==> src/pfc_pkg.sv <==
// shared types, constants and helpers for the pose frame correction block
package pfc_pkg;

    // cordic configuration
    localparam int CORDIC_STEPS = 16;
    localparam int ATAN_LEN     = 24;
    localparam int CORDIC_N     = (CORDIC_STEPS < 1) ? 1 :
                                  (CORDIC_STEPS > ATAN_LEN) ? ATAN_LEN : CORDIC_STEPS;
    localparam int STEP_W       = $clog2(ATAN_LEN);
    localparam logic [STEP_W-1:0] LAST_STEP = STEP_W'(CORDIC_N - 1);

    // datapath widths
    localparam int CORDIC_W = 33;               // rotation vector, q30 with headroom
    localparam int Z_W      = 34;               // residual angle, 2^32 per turn
    localparam int OP_W     = 17;               // position operand incl. difference
    localparam int PROD_W   = OP_W + CORDIC_W;  // one partial product
    localparam int ACC_W    = PROD_W + 2;       // sum of two products
    localparam int RES_W    = ACC_W - 30 + 1;   // rounded sum plus offset

    localparam logic signed [CORDIC_W-1:0] CORDIC_START = CORDIC_W'(32'h26DD3B6A);
    localparam logic signed [ACC_W-1:0]    RND_HALF     = ACC_W'(64'd1 << 29);
    localparam logic signed [RES_W-1:0]    POS_MAX      = RES_W'(32767);
    localparam logic signed [RES_W-1:0]    POS_MIN      = RES_W'(-32768);

    // action codes
    typedef enum logic [1:0] {
        ACT_TO_TABLE = 2'd0,
        ACT_TO_ODOM  = 2'd1,
        ACT_SET      = 2'd2,
        ACT_COMPOSE  = 2'd3
    } t_action;

    // partial product selection
    typedef enum logic [1:0] {
        MS_AC = 2'd0,
        MS_BS = 2'd1,
        MS_BC = 2'd2,
        MS_AS = 2'd3
    } t_mul_sel;

    // controller states
    typedef enum logic [2:0] {
        S_IDLE,
        S_ROT,
        S_MUL,
        S_ACC,
        S_DONE
    } t_state;

    // transaction payloads
    typedef struct packed {
        t_action            action;
        logic signed [15:0] pos_x;
        logic signed [15:0] pos_y;
        logic        [15:0] pos_angle;
    } t_in_item;

    typedef struct packed {
        logic signed [15:0] out_x;
        logic signed [15:0] out_y;
        logic        [15:0] out_angle;
        logic               saturated;
    } t_out_item;

    // controller to datapath commands
    typedef struct packed {
        logic              load;
        logic              cordic_step;
        logic [STEP_W-1:0] step_idx;
        logic              mul_en;
        t_mul_sel          mul_sel;
        logic              acc_en;
        t_mul_sel          acc_sel;
        logic              finish;
    } t_cmd;

    // arctangent of 2^-i, 2^32 units per turn
    function automatic logic [31:0] atan_lut(input logic [STEP_W-1:0] idx);
        logic [31:0] v;
        unique case (idx)
            5'd0:    v = 32'h20000000;
            5'd1:    v = 32'h12E4051E;
            5'd2:    v = 32'h09FB385B;
            5'd3:    v = 32'h051111D4;
            5'd4:    v = 32'h028B0D43;
            5'd5:    v = 32'h0145D7E1;
            5'd6:    v = 32'h00A2F61E;
            5'd7:    v = 32'h00517C55;
            5'd8:    v = 32'h0028BE53;
            5'd9:    v = 32'h00145F2F;
            5'd10:   v = 32'h000A2F98;
            5'd11:   v = 32'h000517CC;
            5'd12:   v = 32'h00028BE6;
            5'd13:   v = 32'h000145F3;
            5'd14:   v = 32'h0000A2FA;
            5'd15:   v = 32'h0000517D;
            5'd16:   v = 32'h000028BE;
            5'd17:   v = 32'h0000145F;
            5'd18:   v = 32'h00000A30;
            5'd19:   v = 32'h00000518;
            5'd20:   v = 32'h0000028C;
            5'd21:   v = 32'h00000146;
            5'd22:   v = 32'h000000A3;
            5'd23:   v = 32'h00000051;
            default: v = 32'h00000000;
        endcase
        return v;
    endfunction

endpackage

==> src/pose_frame_correction.sv <==
// top level of the pose frame correction block
// sequence: a set goes from idle straight to the done state; transforms and compose run the
// iterative cordic, then the four passes of the shared multiplier and a last accumulate
// order: one transaction at a time; the done state holds while the output register is still
// full and stalled, and the next input is taken while a result waits
// reset: synchronous active low, clears the correction to zero and empties the block
module pose_frame_correction (
    input  logic               i_clk,
    input  logic               i_rst_n,
    input  logic               i_in_valid,
    input  pfc_pkg::t_in_item  i_in_data,
    output logic               o_in_stall,
    output logic               o_out_valid,
    output pfc_pkg::t_out_item o_out_data,
    input  logic               i_out_stall
);
    import pfc_pkg::*;

    t_cmd cmd;
    logic is_set;

    assign is_set = (i_in_data.action == ACT_SET);

    // controller
    pfc_ctrl u_ctrl (
        .i_clk       (i_clk),
        .i_rst_n     (i_rst_n),
        .i_in_valid  (i_in_valid),
        .i_is_set    (is_set),
        .i_out_stall (i_out_stall),
        .o_in_stall  (o_in_stall),
        .o_out_valid (o_out_valid),
        .o_cmd       (cmd)
    );

    // datapath
    pfc_dpath u_dpath (
        .i_clk      (i_clk),
        .i_rst_n    (i_rst_n),
        .i_cmd      (cmd),
        .i_in_data  (i_in_data),
        .o_out_data (o_out_data)
    );

    // an accepted transaction keeps the block busy in the next cycle
    a_busy_after_accept: assert property (@(posedge i_clk) disable iff (!i_rst_n)
        (i_in_valid && !o_in_stall) |=> o_in_stall)
        else $error("block not busy after accepting a transaction");

    // finishing always presents a result
    a_finish_valid: assert property (@(posedge i_clk) disable iff (!i_rst_n)
        cmd.finish |=> o_out_valid)
        else $error("finished transaction did not reach the output");

    // cordic iterations and multiplies only run while input is held off
    a_step_busy: assert property (@(posedge i_clk) disable iff (!i_rst_n)
        (cmd.cordic_step || cmd.mul_en) |-> o_in_stall)
        else $error("datapath busy while input is open");

    // finishing never overwrites a result still held by the sink
    a_no_overwrite: assert property (@(posedge i_clk) disable iff (!i_rst_n)
        cmd.finish |-> (!o_out_valid || !i_out_stall))
        else $error("result overwritten while stalled");

endmodule

==> src/pfc_ctrl.sv <==
// controller state machine sequencing cordic, products and result hand-off
module pfc_ctrl (
    input  logic          i_clk,
    input  logic          i_rst_n,
    input  logic          i_in_valid,
    input  logic          i_is_set,
    input  logic          i_out_stall,
    output logic          o_in_stall,
    output logic          o_out_valid,
    output pfc_pkg::t_cmd o_cmd
);
    import pfc_pkg::*;

    t_state            r_state, n_state;
    logic [STEP_W-1:0] r_cnt, n_cnt;
    logic              r_out_vld, n_out_vld;

    // state registers
    always_ff @(posedge i_clk) begin
        if (!i_rst_n) begin
            r_state   <= S_IDLE;
            r_cnt     <= '0;
            r_out_vld <= 1'b0;
        end else begin
            r_state   <= n_state;
            r_cnt     <= n_cnt;
            r_out_vld <= n_out_vld;
        end
    end

    // next state and commands
    always_comb begin
        n_state   = r_state;
        n_cnt     = r_cnt;
        n_out_vld = r_out_vld && i_out_stall;
        o_cmd     = '0;
        unique case (r_state)
            S_IDLE: begin
                if (i_in_valid) begin
                    o_cmd.load = 1'b1;
                    n_cnt      = '0;
                    n_state    = i_is_set ? S_DONE : S_ROT;
                end
            end
            S_ROT: begin
                o_cmd.cordic_step = 1'b1;
                o_cmd.step_idx    = r_cnt;
                if (r_cnt == LAST_STEP) begin
                    n_cnt   = '0;
                    n_state = S_MUL;
                end else begin
                    n_cnt = r_cnt + 1'b1;
                end
            end
            S_MUL: begin
                // accumulate trails the multiply, taking the product registered in the cycle before
                o_cmd.mul_en  = 1'b1;
                o_cmd.mul_sel = t_mul_sel'(r_cnt[1:0]);
                o_cmd.acc_en  = (r_cnt[1:0] != 2'd0);
                o_cmd.acc_sel = t_mul_sel'(r_cnt[1:0] - 2'd1);
                if (r_cnt[1:0] == 2'd3) begin
                    n_state = S_ACC;
                end else begin
                    n_cnt = r_cnt + 1'b1;
                end
            end
            S_ACC: begin
                o_cmd.acc_en  = 1'b1;
                o_cmd.acc_sel = MS_AS;
                n_state       = S_DONE;
            end
            S_DONE: begin
                // wait for the output register to free up
                if (!r_out_vld || !i_out_stall) begin
                    o_cmd.finish = 1'b1;
                    n_out_vld    = 1'b1;
                    n_state      = S_IDLE;
                end
            end
            default: n_state = S_IDLE;
        endcase
    end

    assign o_in_stall  = (r_state != S_IDLE);
    assign o_out_valid = r_out_vld;

endmodule

==> src/pfc_dpath.sv <==
// datapath: correction registers, cordic, shared multiplier, rounding and clamp
module pfc_dpath (
    input  logic               i_clk,
    input  logic               i_rst_n,
    input  pfc_pkg::t_cmd      i_cmd,
    input  pfc_pkg::t_in_item  i_in_data,
    output pfc_pkg::t_out_item o_out_data
);
    import pfc_pkg::*;

    // correction state
    logic signed [15:0] r_corr_x, r_corr_y;
    logic        [15:0] r_corr_a;

    // per transaction operands
    t_action                   r_act;
    logic        [15:0]        r_pa;
    logic signed [OP_W-1:0]    r_a, r_b;
    logic signed [15:0]        r_offx, r_offy;
    logic                      r_flip;

    // cordic vector and residual angle
    logic signed [CORDIC_W-1:0] r_cx, r_cy;
    logic signed [Z_W-1:0]      r_z;

    // product and accumulators
    logic signed [PROD_W-1:0] r_prod;
    logic signed [ACC_W-1:0]  r_accx, r_accy;

    t_out_item r_out;

    // angle fold for the loaded transaction
    logic [15:0] ang_src, ang_fold;
    logic        fold;
    always_comb begin
        ang_src  = (i_in_data.action == ACT_COMPOSE) ? i_in_data.pos_angle : r_corr_a;
        fold     = (ang_src[15:14] == 2'b01) || (ang_src[15:14] == 2'b10);
        ang_fold = fold ? (ang_src ^ 16'h8000) : ang_src;
    end

    // load operands on an accepted transaction
    always_ff @(posedge i_clk) begin
        if (i_cmd.load) begin
            r_act  <= i_in_data.action;
            r_pa   <= i_in_data.pos_angle;
            r_flip <= fold;
            unique case (i_in_data.action)
                ACT_TO_TABLE: begin
                    r_a    <= OP_W'(i_in_data.pos_x);
                    r_b    <= OP_W'(i_in_data.pos_y);
                    r_offx <= r_corr_x;
                    r_offy <= r_corr_y;
                end
                ACT_TO_ODOM: begin
                    r_a    <= OP_W'(i_in_data.pos_x) - OP_W'(r_corr_x);
                    r_b    <= OP_W'(i_in_data.pos_y) - OP_W'(r_corr_y);
                    r_offx <= '0;
                    r_offy <= '0;
                end
                ACT_SET: begin
                    r_a    <= OP_W'(i_in_data.pos_x);
                    r_b    <= OP_W'(i_in_data.pos_y);
                    r_offx <= '0;
                    r_offy <= '0;
                end
                ACT_COMPOSE: begin
                    r_a    <= OP_W'(r_corr_x);
                    r_b    <= OP_W'(r_corr_y);
                    r_offx <= i_in_data.pos_x;
                    r_offy <= i_in_data.pos_y;
                end
                default: ;
            endcase
        end
    end

    // one cordic micro-rotation per cycle
    logic signed [CORDIC_W-1:0] sh_x, sh_y;
    logic signed [Z_W-1:0]      atan_z;
    always_comb begin
        sh_x   = r_cx >>> i_cmd.step_idx;
        sh_y   = r_cy >>> i_cmd.step_idx;
        atan_z = Z_W'(atan_lut(i_cmd.step_idx));
    end

    always_ff @(posedge i_clk) begin
        if (i_cmd.load) begin
            r_cx <= CORDIC_START;
            r_cy <= '0;
            r_z  <= Z_W'($signed({ang_fold, 16'h0000}));
        end else if (i_cmd.cordic_step) begin
            if (!r_z[Z_W-1]) begin
                r_cx <= r_cx - sh_y;
                r_cy <= r_cy + sh_x;
                r_z  <= r_z - atan_z;
            end else begin
                r_cx <= r_cx + sh_y;
                r_cy <= r_cy - sh_x;
                r_z  <= r_z + atan_z;
            end
        end
    end

    // shared multiplier, product registered before accumulation
    logic signed [CORDIC_W-1:0] cos_v, sin_v, trig_op;
    logic signed [OP_W-1:0]     pos_op;
    always_comb begin
        cos_v   = r_flip ? -r_cx : r_cx;
        sin_v   = r_flip ? -r_cy : r_cy;
        pos_op  = ((i_cmd.mul_sel == MS_AC) || (i_cmd.mul_sel == MS_AS)) ? r_a : r_b;
        trig_op = ((i_cmd.mul_sel == MS_AC) || (i_cmd.mul_sel == MS_BC)) ? cos_v : sin_v;
    end

    always_ff @(posedge i_clk) begin
        if (i_cmd.mul_en) begin
            r_prod <= PROD_W'(pos_op * trig_op);
        end
    end

    // signed accumulation of the partial products
    logic signed [ACC_W-1:0] prod_ext;
    logic                    sub_s;
    assign prod_ext = ACC_W'(r_prod);
    assign sub_s    = (r_act == ACT_TO_ODOM);

    always_ff @(posedge i_clk) begin
        if (i_cmd.load) begin
            r_accx <= '0;
            r_accy <= '0;
        end else if (i_cmd.acc_en) begin
            unique case (i_cmd.acc_sel)
                MS_AC:   r_accx <= r_accx + prod_ext;
                MS_BS:   r_accx <= sub_s ? (r_accx - prod_ext) : (r_accx + prod_ext);
                MS_BC:   r_accy <= r_accy + prod_ext;
                MS_AS:   r_accy <= sub_s ? (r_accy + prod_ext) : (r_accy - prod_ext);
                default: ;
            endcase
        end
    end

    // round half up, add offset, clamp
    logic signed [ACC_W-1:0] rnd_x, rnd_y;
    logic signed [RES_W-1:0] res_x, res_y;
    logic signed [15:0]      clp_x, clp_y;
    logic                    sat_x, sat_y;
    always_comb begin
        rnd_x = r_accx + RND_HALF;
        rnd_y = r_accy + RND_HALF;
        res_x = RES_W'($signed(rnd_x[ACC_W-1:30])) + RES_W'(r_offx);
        res_y = RES_W'($signed(rnd_y[ACC_W-1:30])) + RES_W'(r_offy);
        sat_x = (res_x > POS_MAX) || (res_x < POS_MIN);
        sat_y = (res_y > POS_MAX) || (res_y < POS_MIN);
        clp_x = (res_x > POS_MAX) ? 16'sh7FFF : (res_x < POS_MIN) ? -16'sh8000 : res_x[15:0];
        clp_y = (res_y > POS_MAX) ? 16'sh7FFF : (res_y < POS_MIN) ? -16'sh8000 : res_y[15:0];
    end

    // result selection and correction update
    t_out_item res;
    always_comb begin
        res.out_x     = clp_x;
        res.out_y     = clp_y;
        res.saturated = sat_x || sat_y;
        res.out_angle = r_pa + r_corr_a;
        unique case (r_act)
            ACT_TO_TABLE: res.out_angle = r_pa - r_corr_a;
            ACT_TO_ODOM:  res.out_angle = r_pa + r_corr_a;
            ACT_SET: begin
                res.out_x     = r_a[15:0];
                res.out_y     = r_b[15:0];
                res.out_angle = r_pa;
                res.saturated = 1'b0;
            end
            ACT_COMPOSE:  res.out_angle = r_corr_a + r_pa;
            default: ;
        endcase
    end

    always_ff @(posedge i_clk) begin
        if (!i_rst_n) begin
            r_corr_x <= '0;
            r_corr_y <= '0;
            r_corr_a <= '0;
        end else if (i_cmd.finish && ((r_act == ACT_SET) || (r_act == ACT_COMPOSE))) begin
            r_corr_x <= res.out_x;
            r_corr_y <= res.out_y;
            r_corr_a <= res.out_angle;
        end
    end

    // output register
    always_ff @(posedge i_clk) begin
        if (i_cmd.finish) begin
            r_out <= res;
        end
    end

    assign o_out_data = r_out;

endmodule

==> config.mk <==
export PLATFORM = sky130hd
export DESIGN_NAME = pose_frame_correction
export DESIGN_NICKNAME = d
export VERILOG_FILES = /design/src/pfc_pkg.sv /design/src/pose_frame_correction.sv /design/src/pfc_ctrl.sv /design/src/pfc_dpath.sv
export SDC_FILE = /design/constraint.sdc
export NUM_CORES = 2
export LEC_CHECK = 0
export BUFFER_PORTS_ARGS = -buffer_cell sky130_fd_sc_hd__buf_2
export CAP_MARGIN = 20
export CORE_MARGIN = 2
export CORE_UTILIZATION = 50
export DETAILED_ROUTE_END_ITERATION = 12
export PLACE_DENSITY_LB_ADDON = 0.25
export SLEW_MARGIN = 20
export SYNTH_ARGS = -nofsm -noshare
export SYNTH_HDL_FRONTEND = slang
export SYNTH_SLANG_ARGS = --single-unit
==> constraint.sdc <==
create_clock -name i_clk -period 22.4 [get_ports i_clk]
set_input_delay 4.48 -clock i_clk [delete_from_list [all_inputs] [get_ports i_clk]]
set_output_delay 4.48 -clock i_clk [all_outputs]
set_load 0.1 [all_outputs]
==> results by group <==
Placement
  – DP Wirelength: 175 mm
  – Dpl cell area: roughly 66,000 um^2
  – Port bufs: between 100 and 150
  – GPL Wtd Cong: 1.01
  – Inst Count DP: 9,338

Detailed routing
  – Remaining DRCs: 0
  – Vias: ~59k
  – WL/cell: 23.9 um
  – Post-route ant nets: 0
  – DR iter-0 viols: 5,766
  – Drt pass-1 iters: 8
  – Routed WL: 225 mm
  – Via density: between 6 and 7

Worst hold path
  – Worst hold path class: register to register
  – Critical hold path startpoint: u_dpath.r_z[8]
  – Hold-critical path depth: 2
  – Hold Path End: u_dpath.r_z[8]

Layout
  – Most frequent cells in the layout: nand2_1 (823), inv_1 (802), nor2_1 (770)
  – Commonest non-fill, non-tap cell in the layout: nand2_1
  – NumNets Final: 8,874
  – Area Growth Syn to Fin: 5.79%
  – Design area: 67,400 um^2
  – Fillers: 11.9k
  – Layout cell share with drive strength beyond 1: 5.80%
  – Post-Layout Cell Count: 9,446

Clock tree
  – CTS tree: yes
  – CTS clk-pin slew, worst paths: 0.06 ns
  – Resized cells post-CTS: 0
  – Worst-Skew Late Latency: 0.71 ns
  – Setup bufs post-CTS: 0
  – TritonCTS buffer count: 56
  – Clock Sinks: 445
  – Hold_buf cts: 0
  – Root Buffer: clkbuf_16
  – Number of buffers on the longest clock path: 3
  – Htree depth: 2

GRT
  – GRT Total Usage: 33.9%
  – Largest net degree at the start of global routing: 81
  – Vias in the first global route: around 57k
  – Grt total ovfl: 0
  – Initial antenna violation count: 8
  – First-pass GRT wire length: 345 mm

Floorplanning
  – Die Wd: 361 um
  – # IOs: 105
  – Core ar.: 126,000 um^2
  – Overall die area: ~130,000 um^2
  – Starting Density: 50.5%
  – Core Rows: 130
  – Die Height: 361 um

Critical path
  – Setup crit end kind: register
  – Most used cell, CP: fa_1
  – Max FO, Critical Path: 54
  – CP Launch Type: register
  – Worst path required time: 22.84 ns
  – Critical Path AT: 10.61 ns
  – CP Class: register to register
  – FF-to-FF path depth: 31
  – FF-to-FF Start: u_ctrl.r_state[1]
  – Slowest stage cell, crit path: dfxtp_1
  – Slowest stage delay, CP: 0.84 ns
  – R2R Setup Slk: 12.23 ns
  – Reg-to-Reg End: u_dpath.r_prod[49]

STA
  – Setup-failing EPs final: 0
  – Fin Clk Skew: 0.0420 ns
  – Setup_tns: 0 ns
  – Fmax achieved: 98.3 MHz
  – Final Hold Viols: 0
  – Slew @ Worst Pin: approximately 1.1 ns
  – Max-slew violation count: 0
  – Min Tclk post-route: between 10 and 15 ns
  – Slew headroom: between 20% and 30%
  – Unrepaired setup endpoints after global routing: no
  – Final worst-path cycle share: 45.4%

Logic synthesis
  – Synth Register Bits: 445
  – Sequential area share after synthesis: between 10% and 20%
  – Synth cell types: 115
  – Cells after Synth: 7,897
  – Ys Warns: 0
  – Synthesized area: 63,700 um^2
  – Avg Inst Size Synth: 8.07 um^2
  – Net Count, Synth: 9,025
  – Number of flops mapped to enable cells by yosys: 202
  – Async SR Flop Fraction: 0%
  – Most common flop cell mapped by yosys: dfxtp_1

Flow run
  – MaxCap Viol Count: 0

Outcome
  – Status: finished, final reports clean
[final cells by class]
type                       instances  area [um^2]  area share (%)
tap                             1650         2060            3.06
sequential                       445        10900            16.2
timing repair buffer             198         1230            1.82
antenna                            2         5.00         0.00743
inverter                         817         3080            4.57
multi-input combinational       6228        48200            71.6
clock buffer                      71         1550            2.30
clock inverter                    35          304           0.451
[flip-flops by register name (all words and copies together), names as in the netlist, 17 cells and up]
name	count
u_dpath.r_prod	50
u_dpath.r_cy	33
u_dpath.r_z	34
u_dpath.o_out_data	49
u_dpath.r_accx	52
u_dpath.r_cx	33
u_dpath.r_b	17
u_dpath.r_a	17
u_dpath.r_accy	52
[layer usage]
metal | GRT usage (%) | vias up | part of all wire [%]
li1 | - | 26900 | -
met1 | 43.9 | 28500 | 41
met2 | 54.7 | 2552 | 45
met3 | 6.26 | 618 | 8.0
met4 | 16.4 | 8 | 5.6
met5 | 0 | - | 0.024
[critical path, delay by kind of cell (launching register included)]
| kind | cells | cell delay, ns |
|---|---|---|
| fa+ha+maj | 7 | 3.16 |
| compound gates | 12 | 2.66 |
| buf+inv | 7 | 1.61 |
| simple gates | 3 | 1.19 |
| flops | 1 | 0.84 |
| mux | 1 | 0.36 |
| xor+xnor | 1 | 0.08 |
[cells by family (layout without fill, tap and decap cells)]
logic type / Yosys count / after routing / share of synthesized area, %
xor gates and xnor gates: 509 / 509 / 7.00
adders and majority gates: 1075 / 1075 / 27.6
muxes: 184 / 184 / 3.01
other: 0 / 2 / 0
buffers and inverters: 1224 / 1121 / 7.45
AOI/OAI and AO/OA: 2126 / 2126 / 21.2
and+or+nand+nor: 2334 / 2334 / 16.6
DFF: 445 / 445 / 17.2
[Yosys cell counts (69+ instances only)]
cell | n | area (um^2)
clkbuf_1 | 322 | 1210
a21o_1 | 153 | 1150
o21bai_1 | 80 | 601
a31oi_1 | 69 | 432
mux2i_1 | 156 | 1560
ha_1 | 526 | 6580
xnor2_1 | 313 | 2740
dfxtp_1 | 243 | 4860
edfxtp_1 | 202 | 6070
nor3_1 | 120 | 601
o21ai_0 | 434 | 2170
nand3_1 | 127 | 636
inv_1 | 803 | 3010
fa_1 | 548 | 11000
nor2b_1 | 75 | 469
a21oi_1 | 697 | 3490
xor2_1 | 196 | 1720
nand2_1 | 824 | 3090
nor2_1 | 776 | 2910
nand2b_1 | 71 | 444
a211oi_1 | 97 | 728
[worst max-delay path by stage]
stage | from | endpoint | slack [ns] | cells past startpoint
finish | u_ctrl.r_state[1] | u_dpath.r_prod[49] | 12.23 | 31
CTS | u_ctrl.r_state[1] | u_dpath.r_prod[47] | 12.28 | 31
detailed placement | u_ctrl.r_state[1] | u_dpath.r_prod[47] | 12.24 | 31
global placement | u_ctrl.r_state[1] | u_dpath.r_prod[49] | 12.34 | 31
global route | u_ctrl.r_state[1] | u_dpath.r_prod[47] | 11.53 | 31
floorplan | u_ctrl.r_state[2] | u_dpath.r_prod[49] | 12.63 | 34
[stage by stage]
stage               utilization, %  setup WS (ns)  hold slack (ns)
floorplan                        -          12.63            0.432
global placement              52.0          12.34            0.443
detailed placement            52.0          12.24            0.453
CTS                           53.4          12.28            0.467
global route                  53.5          11.53            0.495
finish                        53.5          12.23            0.458
Power is left out: the tool's default activity adds up to more than one toggle a clock period on the data nets, which glitch-free logic cannot reach.
